[src/rtl/brs_pkg.sv]
package brs_pkg;

  // parameter defaults
  localparam int COLUMN_BITS_DEF = 12;
  localparam int COUNT_BITS_DEF  = 20;

  // fixed field widths
  localparam int PIX_W      = 8;
  localparam int LEVEL_W    = 8;
  localparam int BAND_W     = 12;
  localparam int LIMIT_W    = 20;
  localparam int CFG_IDX_W  = 3;
  localparam int CFG_DATA_W = 20;
  localparam int CMD_W      = 2;

  // register indexes on the config port
  typedef enum logic [CFG_IDX_W-1:0] {
    CFG_BRIGHT_LEVEL = 3'd0,
    CFG_BAND_WIDTH   = 3'd1,
    CFG_RIGHT_START  = 3'd2,
    CFG_NEAR_LIMIT   = 3'd3,
    CFG_FAR_LIMIT    = 3'd4
  } cfg_idx_e;

  // register reset values
  localparam logic [LEVEL_W-1:0] RST_BRIGHT_LEVEL = 8'd240;
  localparam logic [BAND_W-1:0]  RST_BAND_WIDTH   = 12'd213;
  localparam logic [BAND_W-1:0]  RST_RIGHT_START  = 12'd426;
  localparam logic [LIMIT_W-1:0] RST_NEAR_LIMIT   = 20'd6500;
  localparam logic [LIMIT_W-1:0] RST_FAR_LIMIT    = 20'd7000;

  // q14 luma weights, round half up
  localparam int GRAY_SUM_W = 22;
  localparam int GRAY_SHIFT = 14;
  localparam int PROD_R_W   = 21;
  localparam int PROD_G_W   = 22;
  localparam int PROD_B_W   = 19;
  localparam logic [PROD_R_W-1:0]   W_RED      = 21'd4899;
  localparam logic [PROD_G_W-1:0]   W_GREEN    = 22'd9617;
  localparam logic [PROD_B_W-1:0]   W_BLUE     = 19'd1868;
  localparam logic [GRAY_SUM_W-1:0] GRAY_ROUND = 22'd8192;

  // drive command codes, two's complement
  localparam logic [CMD_W-1:0] CMD_POS  = 2'b01;
  localparam logic [CMD_W-1:0] CMD_ZERO = 2'b00;
  localparam logic [CMD_W-1:0] CMD_NEG  = 2'b11;

  // queue between front and back
  localparam int QUEUE_DEPTH = 4;
  localparam int QUEUE_PTR_W = 2;

  typedef struct packed {
    logic [LEVEL_W-1:0] bright_level;
    logic [BAND_W-1:0]  band_width;
    logic [BAND_W-1:0]  right_start;
    logic [LIMIT_W-1:0] near_limit;
    logic [LIMIT_W-1:0] far_limit;
  } cfg_t;

  typedef struct packed {
    logic hit_left;
    logic hit_center;
    logic hit_right;
    logic last;
  } class_t;

endpackage

[src/rtl/brs_front.sv]
module brs_front #(
  parameter int COLUMN_BITS = brs_pkg::COLUMN_BITS_DEF
) (
  input  logic                       clk_i,
  input  logic                       rst_ni,
  input  brs_pkg::cfg_t              cfg_i,
  input  logic                       valid_i,
  output logic                       ready_o,
  input  logic [brs_pkg::PIX_W-1:0]  red_i,
  input  logic [brs_pkg::PIX_W-1:0]  green_i,
  input  logic [brs_pkg::PIX_W-1:0]  blue_i,
  input  logic [COLUMN_BITS-1:0]     column_i,
  input  logic                       last_i,
  output logic                       push_o,
  output brs_pkg::class_t            item_o,
  input  logic                       full_i
);
  import brs_pkg::*;

  localparam int CmpW = (COLUMN_BITS > BAND_W ? COLUMN_BITS : BAND_W) + 1;

  logic                   s1_valid_q;
  logic [PROD_R_W-1:0]    prod_r_q;
  logic [PROD_G_W-1:0]    prod_g_q;
  logic [PROD_B_W-1:0]    prod_b_q;
  logic [COLUMN_BITS-1:0] col_q;
  logic                   last_q;

  logic [GRAY_SUM_W-1:0]  gray_sum;
  logic [PIX_W-1:0]       gray;
  logic                   bright;
  logic [CmpW-1:0]        col_x;
  logic [CmpW-1:0]        w_x;
  logic [CmpW-1:0]        rs_x;

  // stage holds while the queue is full
  assign ready_o = !s1_valid_q || !full_i;
  assign push_o  = s1_valid_q && !full_i;

  always_ff @(posedge clk_i or negedge rst_ni) begin
    if (!rst_ni) begin
      s1_valid_q <= 1'b0;
    end else if (ready_o) begin
      s1_valid_q <= valid_i;
    end
  end

  // weight products
  always_ff @(posedge clk_i) begin
    if (valid_i && ready_o) begin
      prod_r_q <= PROD_R_W'(red_i) * W_RED;
      prod_g_q <= PROD_G_W'(green_i) * W_GREEN;
      prod_b_q <= PROD_B_W'(blue_i) * W_BLUE;
      col_q    <= column_i;
      last_q   <= last_i;
    end
  end

  // gray level and bright test
  assign gray_sum = GRAY_SUM_W'(prod_r_q) + prod_g_q + GRAY_SUM_W'(prod_b_q) + GRAY_ROUND;
  assign gray     = gray_sum[GRAY_SUM_W-1:GRAY_SHIFT];
  assign bright   = gray > cfg_i.bright_level;

  // band membership, bounds without wrap
  assign col_x = CmpW'(col_q);
  assign w_x   = CmpW'(cfg_i.band_width);
  assign rs_x  = CmpW'(cfg_i.right_start);

  always_comb begin
    item_o.hit_left   = bright && (col_x < w_x);
    item_o.hit_center = bright && (col_x >= w_x) && (col_x < (w_x << 1));
    item_o.hit_right  = bright && (col_x >= rs_x) && (col_x < (rs_x + w_x));
    item_o.last       = last_q;
  end

endmodule

[src/rtl/brs_queue.sv]
module brs_queue (
  input  logic            clk_i,
  input  logic            rst_ni,
  input  logic            push_i,
  input  brs_pkg::class_t item_i,
  output logic            full_o,
  input  logic            pop_i,
  output logic            avail_o,
  output brs_pkg::class_t item_o
);
  import brs_pkg::*;

  class_t                 mem_q [QUEUE_DEPTH];
  logic [QUEUE_PTR_W-1:0] wr_ptr_q;
  logic [QUEUE_PTR_W-1:0] rd_ptr_q;
  logic [QUEUE_PTR_W:0]   count_q;

  assign full_o  = count_q == (QUEUE_PTR_W+1)'(QUEUE_DEPTH);
  assign avail_o = count_q != '0;
  assign item_o  = mem_q[rd_ptr_q];

  // pointers and fill level
  always_ff @(posedge clk_i or negedge rst_ni) begin
    if (!rst_ni) begin
      wr_ptr_q <= '0;
      rd_ptr_q <= '0;
      count_q  <= '0;
    end else begin
      if (push_i) wr_ptr_q <= wr_ptr_q + 1'b1;
      if (pop_i)  rd_ptr_q <= rd_ptr_q + 1'b1;
      case ({push_i, pop_i})
        2'b10:   count_q <= count_q + 1'b1;
        2'b01:   count_q <= count_q - 1'b1;
        default: count_q <= count_q;
      endcase
    end
  end

  // entry storage
  always_ff @(posedge clk_i) begin
    if (push_i) mem_q[wr_ptr_q] <= item_i;
  end

endmodule

[src/rtl/brs_back.sv]
module brs_back #(
  parameter int COUNT_BITS = brs_pkg::COUNT_BITS_DEF
) (
  input  logic                       clk_i,
  input  logic                       rst_ni,
  input  brs_pkg::cfg_t              cfg_i,
  input  logic                       avail_i,
  input  brs_pkg::class_t            item_i,
  output logic                       pop_o,
  output logic                       out_valid_o,
  input  logic                       out_ready_i,
  output logic [COUNT_BITS-1:0]      left_count_o,
  output logic [COUNT_BITS-1:0]      center_count_o,
  output logic [COUNT_BITS-1:0]      right_count_o,
  output logic [brs_pkg::CMD_W-1:0]  linear_cmd_o,
  output logic [brs_pkg::CMD_W-1:0]  turn_cmd_o
);
  import brs_pkg::*;

  localparam int LimW = (COUNT_BITS > LIMIT_W ? COUNT_BITS : LIMIT_W);

  logic [COUNT_BITS-1:0] left_q, center_q, right_q;
  logic [COUNT_BITS-1:0] left_d, center_d, right_d;

  logic                  a_valid_q;
  logic [COUNT_BITS-1:0] a_left_q, a_center_q, a_right_q;
  logic                  b_valid_q;

  logic                  b_take;
  logic                  a_adv;
  logic                  a_free;
  logic                  take_last;

  logic [COUNT_BITS-1:0] max_lc;
  logic [COUNT_BITS-1:0] max_all;
  logic [LimW-1:0]       max_x;
  logic [CMD_W-1:0]      lin_d;
  logic [CMD_W-1:0]      turn_d;

  // handshake between accumulate, decide and output stages
  assign b_take    = !b_valid_q || out_ready_i;
  assign a_adv     = a_valid_q && b_take;
  assign a_free    = !a_valid_q || b_take;
  assign pop_o     = avail_i && (!item_i.last || a_free);
  assign take_last = pop_o && item_i.last;

  // saturating increments
  always_comb begin
    left_d   = left_q;
    center_d = center_q;
    right_d  = right_q;
    if (item_i.hit_left   && (left_q   != '1)) left_d   = left_q + 1'b1;
    if (item_i.hit_center && (center_q != '1)) center_d = center_q + 1'b1;
    if (item_i.hit_right  && (right_q  != '1)) right_d  = right_q + 1'b1;
  end

  always_ff @(posedge clk_i or negedge rst_ni) begin
    if (!rst_ni) begin
      left_q    <= '0;
      center_q  <= '0;
      right_q   <= '0;
      a_valid_q <= 1'b0;
      b_valid_q <= 1'b0;
    end else begin
      if (take_last) begin
        left_q   <= '0;
        center_q <= '0;
        right_q  <= '0;
      end else if (pop_o) begin
        left_q   <= left_d;
        center_q <= center_d;
        right_q  <= right_d;
      end
      if (take_last)  a_valid_q <= 1'b1;
      else if (a_adv) a_valid_q <= 1'b0;
      if (a_adv)            b_valid_q <= 1'b1;
      else if (out_ready_i) b_valid_q <= 1'b0;
    end
  end

  // frame totals and result register
  always_ff @(posedge clk_i) begin
    if (take_last) begin
      a_left_q   <= left_d;
      a_center_q <= center_d;
      a_right_q  <= right_d;
    end
    if (a_adv) begin
      left_count_o   <= a_left_q;
      center_count_o <= a_center_q;
      right_count_o  <= a_right_q;
      linear_cmd_o   <= lin_d;
      turn_cmd_o     <= turn_d;
    end
  end

  // largest count and drive command
  assign max_lc  = (a_center_q > a_left_q) ? a_center_q : a_left_q;
  assign max_all = (a_right_q > max_lc) ? a_right_q : max_lc;
  assign max_x   = LimW'(max_all);

  always_comb begin
    if (max_x < LimW'(cfg_i.near_limit))     lin_d = CMD_POS;
    else if (max_x > LimW'(cfg_i.far_limit)) lin_d = CMD_NEG;
    else                                     lin_d = CMD_ZERO;
    turn_d = CMD_ZERO;
    if ((a_left_q > a_center_q) && (a_left_q > a_right_q)) begin
      turn_d = CMD_NEG;
    end else if ((a_center_q > a_left_q) && (a_center_q > a_right_q)) begin
      turn_d = CMD_ZERO;
    end else if ((a_right_q > a_left_q) && (a_right_q > a_center_q)) begin
      turn_d = CMD_POS;
    end else begin
      // tie for the largest count: stop
      lin_d  = CMD_ZERO;
      turn_d = CMD_ZERO;
    end
  end

  assign out_valid_o = b_valid_q;

endmodule

[src/rtl/bright_region_steering.sv]
// channel   dir  beat contents (tdata from bit 0 up)
// s_axis    in   red[7:0], green[7:0], blue[7:0], column; tlast = frame_end
// m_axis    out  left_count, center_count, right_count, linear_cmd[1:0], turn_cmd[1:0]
// cfg       in   cfg_we_i / cfg_idx_i / cfg_data_i, one register per write
//
// one pixel beat per cycle sustained while the queue has room; one result beat per frame-end pixel
// a frame-end beat passes the pixel stage, the queue, the decide stage and the result register
// throughput is set by the single pixel stage and the one-pop-per-cycle accumulator
// (frame-end pops wait for a free decide stage); a four-entry queue separates them
// rst_ni clears band counts, pipeline valids, queue pointers, config to defaults
// m_axis_tready low holds the result; the queue then fills and s_axis_tready drops
module bright_region_steering #(
  parameter int COLUMN_BITS = brs_pkg::COLUMN_BITS_DEF,
  parameter int COUNT_BITS  = brs_pkg::COUNT_BITS_DEF
) (
  input  logic                                clk_i,
  input  logic                                rst_ni,
  // red, green, blue, column
  input  logic [((3*brs_pkg::PIX_W+COLUMN_BITS+7)/8)*8-1:0] s_axis_tdata,
  input  logic                                s_axis_tvalid,
  output logic                                s_axis_tready,
  input  logic                                s_axis_tlast,
  // left_count, center_count, right_count, linear_cmd, turn_cmd
  output logic [((3*COUNT_BITS+2*brs_pkg::CMD_W+7)/8)*8-1:0] m_axis_tdata,
  output logic                                m_axis_tvalid,
  input  logic                                m_axis_tready,
  input  logic                                cfg_we_i,
  input  logic [brs_pkg::CFG_IDX_W-1:0]       cfg_idx_i,
  input  logic [brs_pkg::CFG_DATA_W-1:0]      cfg_data_i
);
  import brs_pkg::*;

  localparam int OutUsed = 3*COUNT_BITS + 2*CMD_W;
  localparam int OutW    = ((OutUsed + 7) / 8) * 8;

  cfg_t   cfg_q;
  logic   push;
  class_t push_item;
  logic   full;
  logic   pop;
  logic   avail;
  class_t pop_item;

  logic [COUNT_BITS-1:0] left_count, center_count, right_count;
  logic [CMD_W-1:0]      linear_cmd, turn_cmd;

  // config registers
  always_ff @(posedge clk_i or negedge rst_ni) begin
    if (!rst_ni) begin
      cfg_q.bright_level <= RST_BRIGHT_LEVEL;
      cfg_q.band_width   <= RST_BAND_WIDTH;
      cfg_q.right_start  <= RST_RIGHT_START;
      cfg_q.near_limit   <= RST_NEAR_LIMIT;
      cfg_q.far_limit    <= RST_FAR_LIMIT;
    end else if (cfg_we_i) begin
      case (cfg_idx_i)
        CFG_BRIGHT_LEVEL: cfg_q.bright_level <= cfg_data_i[LEVEL_W-1:0];
        CFG_BAND_WIDTH:   cfg_q.band_width   <= cfg_data_i[BAND_W-1:0];
        CFG_RIGHT_START:  cfg_q.right_start  <= cfg_data_i[BAND_W-1:0];
        CFG_NEAR_LIMIT:   cfg_q.near_limit   <= cfg_data_i[LIMIT_W-1:0];
        CFG_FAR_LIMIT:    cfg_q.far_limit    <= cfg_data_i[LIMIT_W-1:0];
        default:          cfg_q <= cfg_q;
      endcase
    end
  end

  // pixel classification
  brs_front #(
    .COLUMN_BITS(COLUMN_BITS)
  ) u_front (
    .clk_i    (clk_i),
    .rst_ni   (rst_ni),
    .cfg_i    (cfg_q),
    .valid_i  (s_axis_tvalid),
    .ready_o  (s_axis_tready),
    .red_i    (s_axis_tdata[PIX_W-1:0]),
    .green_i  (s_axis_tdata[2*PIX_W-1:PIX_W]),
    .blue_i   (s_axis_tdata[3*PIX_W-1:2*PIX_W]),
    .column_i (s_axis_tdata[3*PIX_W+COLUMN_BITS-1:3*PIX_W]),
    .last_i   (s_axis_tlast),
    .push_o   (push),
    .item_o   (push_item),
    .full_i   (full)
  );

  brs_queue u_queue (
    .clk_i   (clk_i),
    .rst_ni  (rst_ni),
    .push_i  (push),
    .item_i  (push_item),
    .full_o  (full),
    .pop_i   (pop),
    .avail_o (avail),
    .item_o  (pop_item)
  );

  // counting and drive decision
  brs_back #(
    .COUNT_BITS(COUNT_BITS)
  ) u_back (
    .clk_i          (clk_i),
    .rst_ni         (rst_ni),
    .cfg_i          (cfg_q),
    .avail_i        (avail),
    .item_i         (pop_item),
    .pop_o          (pop),
    .out_valid_o    (m_axis_tvalid),
    .out_ready_i    (m_axis_tready),
    .left_count_o   (left_count),
    .center_count_o (center_count),
    .right_count_o  (right_count),
    .linear_cmd_o   (linear_cmd),
    .turn_cmd_o     (turn_cmd)
  );

  // result beat packing
  assign m_axis_tdata = OutW'({turn_cmd, linear_cmd, right_count, center_count, left_count});

endmodule

[config.mk]
export PLATFORM = sky130hd
export DESIGN_NAME = bright_region_steering
export DESIGN_NICKNAME = d
export VERILOG_FILES = /design/src/rtl/brs_pkg.sv /design/src/rtl/brs_front.sv /design/src/rtl/brs_queue.sv /design/src/rtl/brs_back.sv /design/src/rtl/bright_region_steering.sv
export SDC_FILE = /design/constraint.sdc
export NUM_CORES = 1
export LEC_CHECK = 0
export BUFFER_PORTS_ARGS = -buffer_cell sky130_fd_sc_hd__buf_4
export CAP_MARGIN = 30
export CELL_PAD_IN_SITES_DETAIL_PLACEMENT = 1
export CELL_PAD_IN_SITES_GLOBAL_PLACEMENT = 1
export CORE_ASPECT_RATIO = 1.25
export CORE_MARGIN = 4
export CORE_UTILIZATION = 45
export DETAILED_ROUTE_END_ITERATION = 8
export PLACE_DENSITY = 0.86
export SETUP_SLACK_MARGIN = 0.4
export SLEW_MARGIN = 20
export SYNTH_ARGS = -nofsm -noshare
export SYNTH_HDL_FRONTEND = slang
export SYNTH_HIERARCHICAL = 1
export SYNTH_SLANG_ARGS = --single-unit
export TNS_END_PERCENT = 100
[constraint.sdc]
create_clock -name clk_i -period 5.2 [get_ports clk_i]
set_input_delay 0.52 -clock clk_i [delete_from_list [all_inputs] [get_ports clk_i]]
set_output_delay 0.52 -clock clk_i [all_outputs]
set_load 0.01 [all_outputs]
==> results.yml, run 1 <==
run_status:
  violations: "setup timing"
  status: "complete, but fails checks"
cts:
  clkLatencyLatePin_ns: 0.60
  cts-root-buf: "clkbuf_16"
  clk_pin_slew_ns: 0.07
  cts_buffers: 38
  htreeDepth: 2
  clock_sinks: 355
  clock_path_buffers: 3
  cts_tree: "built"
global_route:
  antenna_found_initial: 0
  grt_max_degree: 66
  grt_pass1_vias: 21840
  grt-ovfl-total: 0
  gr-usage-all-layers_pct: 25.97
  grt_pass1_wl_um: 119200
setup_path:
  r2r_cells: 26
  cp-end-kind: "register"
  required_ns: 5.54
  crit_start: "u_back/a_left_q[13]$_DFFE_PP_"
  arrival_ns: 6.31
  reg2reg_setup_slack_ns: -0.76
  r2r_start: "u_back/a_left_q[13]$_DFFE_PP_"
  startpoint_type: "register"
  critical_path_class: "register to register"
  critPathMaxFanout: 10
  r2r-end: "u_back/linear_cmd_o[0]$_DFFE_PP_"
timing:
  worst_slew_pin_slew_ns: 0.9693
  max_freq_mhz: 167.7
  finClkSkew_ns: 0.04673
  fin_crit_ns: 5.962
  report.final.setup_viol: 2
  maxSlewViolCount: 0
  rsz0062_at_grt: "true"
  tns_ns: -1.504
  fin_crit_sh_pct: 114.6
  finalHoldViolCount: 0
  slew_headroom_pct: 35.23
  worst_slack_ns: -0.7616
job:
  max-cap-violations: 0
floorplan:
  die_w_um: 216.7
  die_h_um: 268.8
  start_util_pct: 45.49
  core_um2: 53850
  rows: 95
  ios: 135
  die_area_um2: 58250
synthesis:
  postSynth.asyncResetShare_pct: 40.00
  synth_warnings: 6
  ys.flop_type: "edfxtp_1"
  yosys.area.top_type: "edfxtp_1"
  synth_seq_cells: 355
  seq_area_frac_synth_pct: 40.76
  synth_edf_count: 213
  synth_area_per_cell_um2: 10.85
  synth_fp_nets: 2767
  synth.area.top_cells: "edfxtp_1 (26%), ha_1 (19%), dfrtp_1 (12%)"
  synth_cell_types: 85
  synth_commonest_cells: "ha_1 (377), inv_1 (335), edfxtp_1 (213), a21oi_1 (140), nand2_1 (120)"
  netlist_instances: 2258
  netlist_area_um2: 24490
  yosysTopAreaCellShare_pct: 26.11
  yosysMostFrequentCell: "ha_1"
placement:
  gp_congestion: 0.9179
  place_inst: 3200
  dp_hpwl_um: 55710
  postPlaceCellArea_um2: 27280
  numPortBuffers: 130
route:
  wl_per_cell_um: 24.21
  num_vias: 19240
  drc: 0
  drt_wl_total_um: 79870
  via_per_inst: 5.832
  ant_nets: 0
  drt-pass1-iter-count: 5
  first_iter_violations: 1235
hold_path:
  min_from: "s_axis_tdata[33]"
  hold_path.class: "input port to register"
  min_to: "u_front/col_q[9]$_DFFE_PP_"
  worstHoldPathCells: 1
finish:
  syn2layout_area_growth_pct: 19.35
  n_antenna_cell: 0
  drive_gt1_share_pct: 22.16
  final-seq-area_um2: 9983
  layoutNonFillerInstCount: 3299
  multi_input_area_um2: 13540
  layout.nets: 3051
  nFillCells: 5766
  final_area_um2: 29230
layout by cell type, fill, tap and decap left out, drive strengths merged, types with 10 or more instances in the layout:
cell type / n
xor2: 52
nor2b: 17
a211oi: 16
ha: 377
a31oi: 12
nand3: 32
xnor2: 67
o31ai: 23
and2: 10
dfrtp: 115
and3: 20
a21oi: 141
o21a: 11
mux2i: 15
o21ai: 110
nand2b: 18
inv: 336
mux2: 73
nor2: 114
nand4: 50
nand2: 120
clkbuf: 53
edfxtp: 213
nor3: 29
dfstp: 27
a21o: 56
buf: 286
fa: 63
how the worst max path moves through the flow:
stage | cells after the start | to | slack, ns
3_3_place_gp | 27 | u_back/linear_cmd_o[1]$_DFFE_PP_ | -0.26
6_report | 26 | u_back/linear_cmd_o[0]$_DFFE_PP_ | -0.76
4_1_cts | 26 | u_back/linear_cmd_o[0]$_DFFE_PP_ | -0.31
5_1_grt | 26 | u_back/linear_cmd_o[0]$_DFFE_PP_ | -0.96
3_5_place_dp | 25 | u_back/linear_cmd_o[1]$_DFFE_PP_ | -0.68
2_1_floorplan | 26 | u_back/linear_cmd_o[1]$_DFFE_PP_ | 0.07
registers in the layout (all words and copies together) (netlist names), 3 cells and up:
signal	flops
u_back/center_count_o	20
u_back/a_center_q	20
u_back/a_right_q	20
u_back/a_left_q	20
cfg_q	72
u_back/right_count_o	20
u_back/center_q	20
u_back/left_count_o	20
u_queue/mem_q	16
u_queue/count_q	3
u_front/prod_b_q	17
u_front/col_q	12
u_front/prod_r_q	21
u_back/left_q	20
u_front/prod_g_q	22
u_back/right_q	20
timing repair:
| action | CTS | global route |
|---|---|---|
| pin swaps | 20 | 15 |
| hold buffers | 1 | 0 |
| cloned | 4 | 0 |
| hold endpoints to repair | 42 | 0 |
| setup buffers | 17 | 7 |
| endpoints found under the setup margin | 14 | 14 |
| gates resized for setup | 59 | 34 |
metrics by stage:
stage                     hold slack [ns]  setup slack [ns]  utilization [%]
final                              0.1015           -0.7616            54.29
after global routing              0.08330           -0.9608            54.29
after CTS                         0.08819           -0.3141            53.80
after detailed placement           0.4753           -0.6802            50.66
after global placement             0.4683           -0.2593            50.63
after floorplan                    0.2244           0.06729                -
worst max-delay path, stage by stage, from the launching register on:
cell and delay [ns]:
edfxtp_1 0.40, inv_1 0.11, ha_4 0.29, nand4_1 0.20, nor4_2 0.41, o21ai_1 0.16, nand3_2 0.14, o31ai_4 0.07
buf_6 0.16, buf_6 0.14, nor2_1 0.14, a21oi_1 0.10, ha_1 0.31, nand2_1 0.09, or3_4 0.41, a21o_1 0.21
o2111ai_4 0.09, o311ai_4 0.17, buf_6 0.18, buf_16 0.15, a21oi_2 0.29, ha_4 0.19, nand4_1 0.20, nor4_4 0.43
o2111ai_2 0.17, a31o_1 0.23, a31o_1 0.25
logic make-up (layout without fill, tap and decap cells):
family                   count (synthesis)  in the layout  synth area share, %
flip-flops                             355            355                40.76
adder cells (fa/ha/maj)                440            440                24.41
XOR/XNOR                               119            119                4.255
multiplexers                            92             92                4.337
buffers and inverters                  378            692                6.089
AND/OR/NAND/NOR                        446            446                9.256
AO/OA/AOI/OAI                          428            428                10.90
per-layer routing:
metal	vias up	routed length, um	share of wire [%]	GRT usage [%]
met3	319	3973	5.0	4.035
li1	8547	-	-	-
met2	733	43110	54	50.02
met1	9641	27120	34	26.02
met4	0	5657	7.1	16.27
met5	-	0	0	0
cell type report:
class,instances,area share [%]
clock buffers,53,3.655
clock inverters,17,0.7361
inverters,335,4.301
multi-input cells,1525,46.32
flip-flops and latches,355,34.15
well taps,727,3.111
repair buffers,287,7.730
Power of run 1 is left out: the tool's default activity adds up to more than one toggle a clock period on the data nets, which glitch-free logic cannot reach.
==> inputs of run 2 (changes only) <==
--- a/config.mk
+++ b/config.mk
@@ -9,7 +9,6 @@
 export CAP_MARGIN = 30
 export CELL_PAD_IN_SITES_DETAIL_PLACEMENT = 1
 export CELL_PAD_IN_SITES_GLOBAL_PLACEMENT = 1
-export CORE_ASPECT_RATIO = 1.25
 export CORE_MARGIN = 4
 export CORE_UTILIZATION = 45
 export DETAILED_ROUTE_END_ITERATION = 8
==> results.yml, run 2 (synthesized netlist as in run 1, its figures left out) <==
finish:
  final_cell_mix: "ha_1 (367), inv_1 (328), buf_4 (272)"
  syn2layout_area_growth_pct: 20.98
  final_common_cell: "ha_1"
  drive_gt1_share_pct: 22.93
  largest_reg_flops: 72
  largestRegisters: "cfg_q (72), u_front/prod_g_q (22), u_front/prod_r_q (21)"
  top_register: "cfg_q"
  layoutNonFillerInstCount: 3283
  layout.nets: 3062
route:
  drt-pass1-iter-count: 5
  wl_per_cell_um: 25.29
  ant_nets: 0
  drc: 0
  first_iter_violations: 1344
  drt_wl_total_um: 83040
  via_per_inst: 5.927
  num_vias: 19460
setup_path:
  r2r_cells: 32
  reg2reg_setup_slack_ns: -1.06
  r2r-end: "u_back/linear_cmd_o[0]$_DFFE_PP_"
  r2r_start: "u_back/a_left_q[19]$_DFFE_PP_"
  cp-end-kind: "register"
  cp-endpoint: "u_back/linear_cmd_o[0]$_DFFE_PP_"
  crit_start: "u_back/a_left_q[19]$_DFFE_PP_"
  slowest_stage: "o31ai_4"
  startpoint_type: "register"
  critical_path_class: "register to register"
  critPathMaxFanout: 10
  slowest_delay_ns: 0.45
  required_ns: 5.52
  arrival_ns: 6.59
global_route:
  antenna_found_initial: 2
  grt_pass1_vias: 21370
  grt-ovfl-total: 0
  gr-usage-all-layers_pct: 26.55
  grt_pass1_wl_um: 120700
  grt_max_degree: 98
cts:
  htreeDepth: 2
  cts_tree: "built"
  cts_buffers: 41
  cts-root-buf: "clkbuf_16"
  clk_pin_slew_ns: 0.07
  clkLatencyLatePin_ns: 0.59
  clock_path_buffers: 3
  clock_sinks: 355
timing:
  report.final.setup_viol: 2
  max_freq_mhz: 159.7
  worst_slack_ns: -1.063
  maxSlewViolCount: 0
  worst_slew_pin_slew_ns: 0.9776
  finalHoldViolCount: 0
  fin_crit_ns: 6.263
  finClkSkew_ns: 0.03733
  rsz0062_at_grt: "true"
  slew_headroom_pct: 34.32
  fin_crit_sh_pct: 120.4
hold_path:
  hold_path.class: "input port to register"
  min_from: "s_axis_tdata[24]"
run_status:
  status: "complete, but fails checks"
  violations: "setup timing"
floorplan:
  rows: 85
  die_h_um: 241.3
  ios: 135
  die_area_um2: 58230
  start_util_pct: 45.52
  die_w_um: 241.3
  core_um2: 53810
placement:
  place_inst: 3158
  gp_congestion: 0.8766
  dp_hpwl_um: 55650
  detailedPlace.worstSlack_ns: -0.5719
  numPortBuffers: 130
job:
  max-cap-violations: 0
## run 2: cell types whose count changed in the layout (fill, tap and decap cells not counted), moves of 3 or more
| cell | before | now |
|---|---|---|
| a21oi_2 | 30 | 33 |
| buf_12 | 2 | 6 |
| buf_16 | 2 | 6 |
| clkbuf_1 | 10 | 4 |
| clkbuf_16 | 39 | 49 |
| clkbuf_8 | 4 | 11 |
| inv_1 | 335 | 328 |
| inv_2 | 0 | 7 |
| nor2_1 | 98 | 102 |
| nor2_2 | 14 | 6 |
| nor2_4 | 2 | 6 |
| o21ai_1 | 11 | 8 |
## run 2: area by class of cell
type,count,area [um2]
Sequential cell,355,9983
Antenna cell,1,2.502
Fill cell,5666,24180
Inverter,335,1257
Clock buffer,61,1318
Clock inverter,15,156.4
Tap cell,696,870.8
Timing Repair Buffer,295,2491
Multi-Input combinational cell,1525,13560
## run 2: repair_timing
action                     4_1_cts  5_1_grt
cloned                           4        3
hold buffers                     0        1
resized for setup               67       31
pin swaps                       25       22
setup endpoints to repair        2       14
buffers inserted                23       15
hold endpoints to repair         0       20
## run 2: stage by stage
stage                     hold slack, ns  cell area (um2)  util [%]  TNS, ns
after floorplan                   0.2244            24620         -        0
after global placement            0.4674            27150     50.46  -0.5997
after detailed placement          0.4842            27160     50.48   -1.144
after CTS                        0.08986            29240     54.33  -0.5080
after global routing              0.1143            29630     55.06   -2.359
final                             0.1363            29630     55.07   -2.060
## run 2: how the worst min path moves through the flow
stage                                            to  slack [ns]  depth (start not counted)
floorplan                      cfg_q[0]$_DFFE_PN0P_        0.22                          0
global placement     u_queue/count_q[2]$_DFFE_PN0P_        0.47                          1
detailed placement   u_queue/count_q[2]$_DFFE_PN0P_        0.48                          1
CTS                 u_back/center_q[15]$_DFFE_PN0P_        0.09                          1
global route             u_front/col_q[4]$_DFFE_PP_        0.11                          1
finish                   u_front/col_q[0]$_DFFE_PP_        0.14                          1
## run 2: worst max-delay path: cells and delay by family, from the launching register on
family,cells,cell delay [ns]
adders and majority gates,3,0.78
buffers and inverters,7,1.11
AOI/OAI and AO/OA,13,2.47
and+or+nand+nor,9,1.20
DFF,1,0.43
## run 2: layer usage
metal / global-route usage [%] / wire, um / vias up
met4: 12.78 / 5306 / 2
met2: 48.43 / 42280 / 800
met1: 30.26 / 30700 / 9736
met5: 0 / 11 / -
li1: - / - / 8568
met3: 4.520 / 4748 / 351
Power of run 2 is left out for the same reason.
